### src/hw/rtl/wvr_pkg.sv
`timescale 1ns / 1ps
`default_nettype none
// ----------------------------------------------------------------------------
// wvr_pkg
// Shared types and constants for the radiometer path coefficient table.
// ----------------------------------------------------------------------------
package wvr_pkg;

   localparam int unsigned MaxEntries = 64;
   localparam int unsigned IdxW       = $clog2(MaxEntries);
   localparam int unsigned CntW       = $clog2(MaxEntries + 1);

   localparam logic [31:0] NoiseReset0 = 32'd6553600;
   localparam logic [31:0] NoiseReset1 = 32'd10240000;
   localparam logic [31:0] NoiseReset2 = 32'd10240000;
   localparam logic [31:0] NoiseReset3 = 32'd8090864;

   localparam logic [1:0] CsrNoise0 = 2'd0;
   localparam logic [1:0] CsrNoise1 = 2'd1;
   localparam logic [1:0] CsrNoise2 = 2'd2;
   localparam logic [1:0] CsrNoise3 = 2'd3;

   localparam logic ReqAdd = 1'b0;
   localparam logic ReqCal = 1'b1;

   localparam logic [1:0] StAdded   = 2'd0;
   localparam logic [1:0] StCal     = 2'd1;
   localparam logic [1:0] StNoMatch = 2'd2;
   localparam logic [1:0] StFull    = 2'd3;

   localparam logic [31:0] MinusOne = 32'hFFFF0000;

   // 128-bit division: one quotient bit per cycle, only the low 64 matter
   localparam int unsigned DivSteps = 128;
   localparam int unsigned DivCntW  = $clog2(DivSteps);

   // one bit-serial divider cell per channel
   localparam int unsigned NumCells = 4;

   typedef struct packed {
      logic [31:0]       t0;
      logic [31:0]       t1;
      logic signed [15:0] src;
      logic [7:0]        ant;
      logic [3:0][31:0]  coef;
   } entry_type;

   // control from the sequencer into the divider row
   typedef struct packed {
      logic load;
      logic step;
   } div_ctl_type;

endpackage
`default_nettype wire

### src/hw/rtl/wvr_div_cell.sv
`timescale 1ns / 1ps
`default_nettype none
// ----------------------------------------------------------------------------
// wvr_div_cell
// Restoring divider cell: one quotient bit per step of p*2^32 / S, then sign
// and saturation. The shared divisor is handed on to the next cell.
// ----------------------------------------------------------------------------
module wvr_div_cell (
   input  wire                       clock,
   input  wire wvr_pkg::div_ctl_type ctl,
   input  wire [63:0]                p,
   input  wire                       neg,
   input  wire [127:0]               div_i,
   output logic [127:0]              div_o,
   output logic [31:0]               coef
);
   import wvr_pkg::*;

   logic [127:0] num_ff, num_in;
   logic [127:0] rem_ff, rem_in;
   logic [63:0]  q_ff, q_in;
   logic         neg_ff, neg_in;
   logic         zero_ff, zero_in;
   logic [127:0] div_ff, div_in;
   logic [128:0] shifted;
   logic [128:0] diff;

   always_comb begin
      num_in  = num_ff;
      rem_in  = rem_ff;
      q_in    = q_ff;
      neg_in  = neg_ff;
      zero_in = zero_ff;
      div_in  = div_ff;
      shifted = {rem_ff, num_ff[127]};
      diff    = shifted - {1'b0, div_ff};
      if (ctl.load) begin
         num_in  = {p, 64'd0} >> 32;
         rem_in  = '0;
         q_in    = '0;
         neg_in  = neg;
         zero_in = (p == 64'd0) || (div_i == 128'd0);
         div_in  = div_i;
      end else if (ctl.step) begin
         num_in = {num_ff[126:0], 1'b0};
         if (!diff[128]) begin
            rem_in = diff[127:0];
            q_in   = {q_ff[62:0], 1'b1};
         end else begin
            rem_in = shifted[127:0];
            q_in   = {q_ff[62:0], 1'b0};
         end
      end
   end

   always_ff @(posedge clock) begin
      num_ff  <= num_in;
      rem_ff  <= rem_in;
      q_ff    <= q_in;
      neg_ff  <= neg_in;
      zero_ff <= zero_in;
      div_ff  <= div_in;
   end

   // every cell loads the same divisor in the load cycle
   assign div_o = div_i;

   always_comb begin
      if (zero_ff) begin
         coef = '0;
      end else if (neg_ff) begin
         coef = (q_ff > 64'h80000000) ? 32'h80000000 : (32'd0 - q_ff[31:0]);
      end else begin
         coef = (q_ff > 64'h7FFFFFFF) ? 32'h7FFFFFFF : q_ff[31:0];
      end
   end

endmodule
`default_nettype wire

### config.mk
export PLATFORM = sky130hd
export DESIGN_NAME = wvr_div_cell
export DESIGN_NICKNAME = d
export VERILOG_FILES = /design/src/hw/rtl/wvr_pkg.sv /design/src/hw/rtl/wvr_div_cell.sv
export SDC_FILE = /design/constraint.sdc
export NUM_CORES = 1
export LEC_CHECK = 0
export BUFFER_PORTS_ARGS = -buffer_cell sky130_fd_sc_hd__buf_2
export CAP_MARGIN = 20
export CELL_PAD_IN_SITES_DETAIL_PLACEMENT = 0
export CELL_PAD_IN_SITES_GLOBAL_PLACEMENT = 1
export CORE_MARGIN = 1
export CORE_UTILIZATION = 45
export CTS_BUF_LIST = sky130_fd_sc_hd__clkbuf_16
export CTS_CLUSTER_SIZE = 25
export DETAILED_ROUTE_END_ITERATION = 6
export PLACE_DENSITY = 0.92
export SYNTH_ARGS = -nofsm -noshare
export SYNTH_HDL_FRONTEND = slang
export SYNTH_SLANG_ARGS = --single-unit
### constraint.sdc
create_clock -name clock -period 6.45 [get_ports clock]
set_input_delay 1.29 -clock clock [delete_from_list [all_inputs] [get_ports clock]]
set_output_delay 1.29 -clock clock [all_outputs]
set_load 0.01 [all_outputs]
==> impl_metrics.yaml <==
outcome:
  status: "finished, final reports clean"
placed_design:
  placedInstanceArea_mm2: 0.02819
  dp.cells: 3986
  dp_slack_ps: 660.0
  place.gp.congestion: 0.9641
  hpwl_um: 56020
  io_buffers: 355
power:
  power_mw: 7.526
  p_leak_nw: 12.66
  p_per_area_mw_per_mm2: 251.5
  ir_worst_vdd_mv: 0.2464
timing:
  min_period_over_period: 0.9877
  hold_viol_final: 0
  maxSlewViolCount: 0
  fin_skew_ps: 50.11
  finalSetupTns_ps: 0
  setup_ws_ps: 79.40
  grt_setup_unrepaired: "yes"
  fmax_mhz: 157.0
  setup_violations: 0
  slew-limit-headroom: 0.2896
  tightest_slew_ps: 1056
  period_minus_slack_ps: 6371
min_path:
  holdPathStages: 2
  min_delay_worst_endpoint: "num_ff[96]"
  holdCritStartpoint: "num_ff[95]"
  worstHoldPathType: "flop to flop"
synthesis:
  synth-seq-area-share: 0.3845
  async_reset_ff_frac: 0
  synth_area_mm2: 0.02681
  yosysUniqueCellTypes: 73
  synth_edf_count: 194
  ys_seq_elements: 418
  synth_fp_nets: 3461
  ys.flop_type: "dfxtp_1"
  avgSynthCellArea_um2: 8.553
  syn_inst: 3135
  yosys_warnings: 0
grt:
  grt_pass1_vias: 21622
  gr-total-overflow: 0
  grt_pass1_wl_um: 116900
  antenna_found_initial: 1
  grtUsageTotal: 0.2418
  grt_max_degree: 169
critical_path:
  critical-path-top-delay-family: "simple AND/OR/NAND/NOR gates"
  worstSetupEndpointType: "output pin"
  slowest_stage: "or4b_4"
  r2r_end: "rem_ff[43]"
  worst_ep_required_time_ps: 5160
  critical_path_class: "flop to output pin"
  r2r_start: "num_ff[127]"
  setup.worst_path.start: "q_ff[0]"
  crit_path_start_kind: "flop"
  critical_path_arrival_ps: 5080
  crit_fanout: 5
  reg2reg_depth: 16
  r2r_setup_slack_ps: 1060
  slowest_delay_ps: 550
  path_cells: "or2_1 > or4_4 > or4_4 > or4b_4 > or3_4 > or3_4 > or3_4 > or3_4 > or3_4 > nor3_4 > xor2_1 > a311oi_1 > buf_2"
  path_common_cell: "or3_4"
  worst-path-buf-inv: 1
drt:
  route.detailed.drc: 0
  wire_per_inst_um: 18.54
  dr.pass1.iters: 5
  routed_wl_um: 75570
  postRouteAntennaNets: 0
  drt_iter0_drc: 1540
  vias: 23170
  via_per_inst: 5.686
clock_tree:
  path_clk_slew_ps: 60
  cts_buffers: 47
  tritoncts: "built"
  cts_hold_buffers: 0
  clock_sinks: 418
  cts_max_level: 2
  clk_latency_ps: 630
  clockBufferDepth: 3
  cts_root_buffer: "clkbuf_16"
cells_and_area:
  design_area_mm2: 0.02992
  n_antenna_cell: 0
  layout.nets: 3589
  post_layout_nonfiller_instances: 4075
  drive_gt1_frac: 0.1654
  areaGrowthSynthToFinish_pct: 11.58
  nFillCells: 5620
floorplan:
  start_util: 0.4552
  die_w_um: 246.1
  std_cell_rows: 89
  ios: 356
  die-area_mm2: 0.06057
  coreArea_mm2: 0.05891
  die_h_um: 246.1
job:
  drv_cap: 0
==> worst max path at each step <==
stage / to / slack (ps) / cells after the start
5_1_grt: coef[31] / -120 / 13
4_1_cts: coef[31] / 30 / 13
2_1_floorplan: coef[31] / 840 / 12
3_5_place_dp: coef[31] / 660 / 13
3_3_place_gp: coef[31] / 670 / 13
6_report: coef[31] / 80 / 13
==> placed cells by master, fill, tap and decap left out, drive strengths merged, types with 44 or more instances in the layout <==
cell type  netlist  final
buf            150    376
nor2           373    373
nand2          359    359
a21oi          224    224
dfxtp          224    224
edfxtp         194    194
inv            179    189
o21ai          151    151
ha             129    129
mux2i          118    118
a311oi         114    114
nor4            78     78
nand4           75     75
xnor2           71     71
a21o            69     69
mux2            63     63
clkbuf         147     49
nor3            44     44
==> synth_stat cells (all sizes together), types with 10 or more instances <==
master / instances / area (um2)
a21oi: 224 / 1121
o31ai: 10 / 75.07
a311oi: 114 / 998.5
a211oi: 18 / 135.1
nor4: 78 / 488.0
o21bai: 37 / 277.8
xor2: 41 / 359.1
edfxtp: 194 / 5826
mux2i: 118 / 1181
clkbuf: 147 / 553.0
nand3: 29 / 145.1
and3: 14 / 87.58
o211ai: 14 / 105.1
dfxtp: 224 / 4484
inv: 179 / 671.9
ha: 129 / 1614
a21o: 69 / 518.0
buf: 150 / 1044
nand2: 359 / 1348
mux2: 63 / 709.4
or3: 24 / 177.7
nor3: 44 / 225.2
nand2b: 19 / 118.9
nand4: 75 / 469.2
nor2: 373 / 1400
o21a: 11 / 82.58
xnor2: 71 / 621.9
nor2b: 12 / 75.07
a31oi: 26 / 162.7
o21ai: 151 / 755.7
==> worst register-to-register path: stages, from the launching register on <==
cell      delay (ps)
dfxtp_1          330
inv_1             60
ha_1             210
fa_1             410
nand2b_1         190
a21o_1           190
and3_1           150
o221ai_1         390
a21oi_1          220
o21ai_0          590
or4_1            390
nand3_1          130
a21boi_1         600
or3_4            570
buf_4            450
nand2_1          130
a311oi_1         260
==> layout make-up <==
class	count	area [um2]	share of cell area
clock inverter	39	490.5	0.01639
timing repair buffer	376	1992	0.06657
clock buffer	49	1226	0.04098
sequential	418	10310	0.3446
multi-input combinational	2241	14260	0.4766
inverter	179	671.9	0.02246
tap	773	967.2	0.03233
==> per-layer routing <==
metal | global-route usage | routed length, um | up-vias
met5 | 0 | 0 | -
met4 | 0.09299 | 2701 | 0
met3 | 0.03399 | 4474 | 137
met2 | 0.3843 | 33760 | 707
met1 | 0.3309 | 34630 | 10860
li1 | - | - | 11466
==> state kept, by name, summed over array words and instances, names as in the netlist <==
register  count
div_ff      128
neg_ff        1
num_ff       96
q_ff         64
rem_ff      128
zero_ff       1
==> where the power goes <==
group          switching [mW]  total, mW  internal (mW)
sequential             0.0811       3.03           2.95
combinational           0.981       1.57          0.586
clock                    1.20       2.92           1.73
==> metrics by stage <==
| stage | util | hold slack, ps |
|---|---|---|
| 6_report | 0.5079 | 483.8 |
| 3_3_place_gp | 0.4785 | 467.5 |
| 5_1_grt | 0.5079 | 500.8 |
| 3_5_place_dp | 0.4785 | 480.5 |
| 2_1_floorplan | - | 453.1 |
| 4_1_cts | 0.5077 | 487.9 |
==> timing repair <==
item	4_1_cts	5_1_grt
setup buffers	0	1
setup endpoints to repair	1	1
resized for setup	0	2
pin swaps	1	2
endpoints found under the hold margin	0	0
==> logic make-up (layout without fill, tap and decap cells) <==
logic type               after synthesis  count (layout)  synth area share
AND/OR/NAND/NOR                     1068            1068            0.1807
AO/OA/AOI/OAI                        750             750            0.1822
buffers and inverters                476             643           0.08460
flip-flops                           418             418            0.3845
multiplexers                         181             181           0.07051
adder cells (fa/ha/maj)              130             130           0.06094
XOR/XNOR                             112             112           0.03658
No activity file was read; power rests on OpenSTA's default activity.
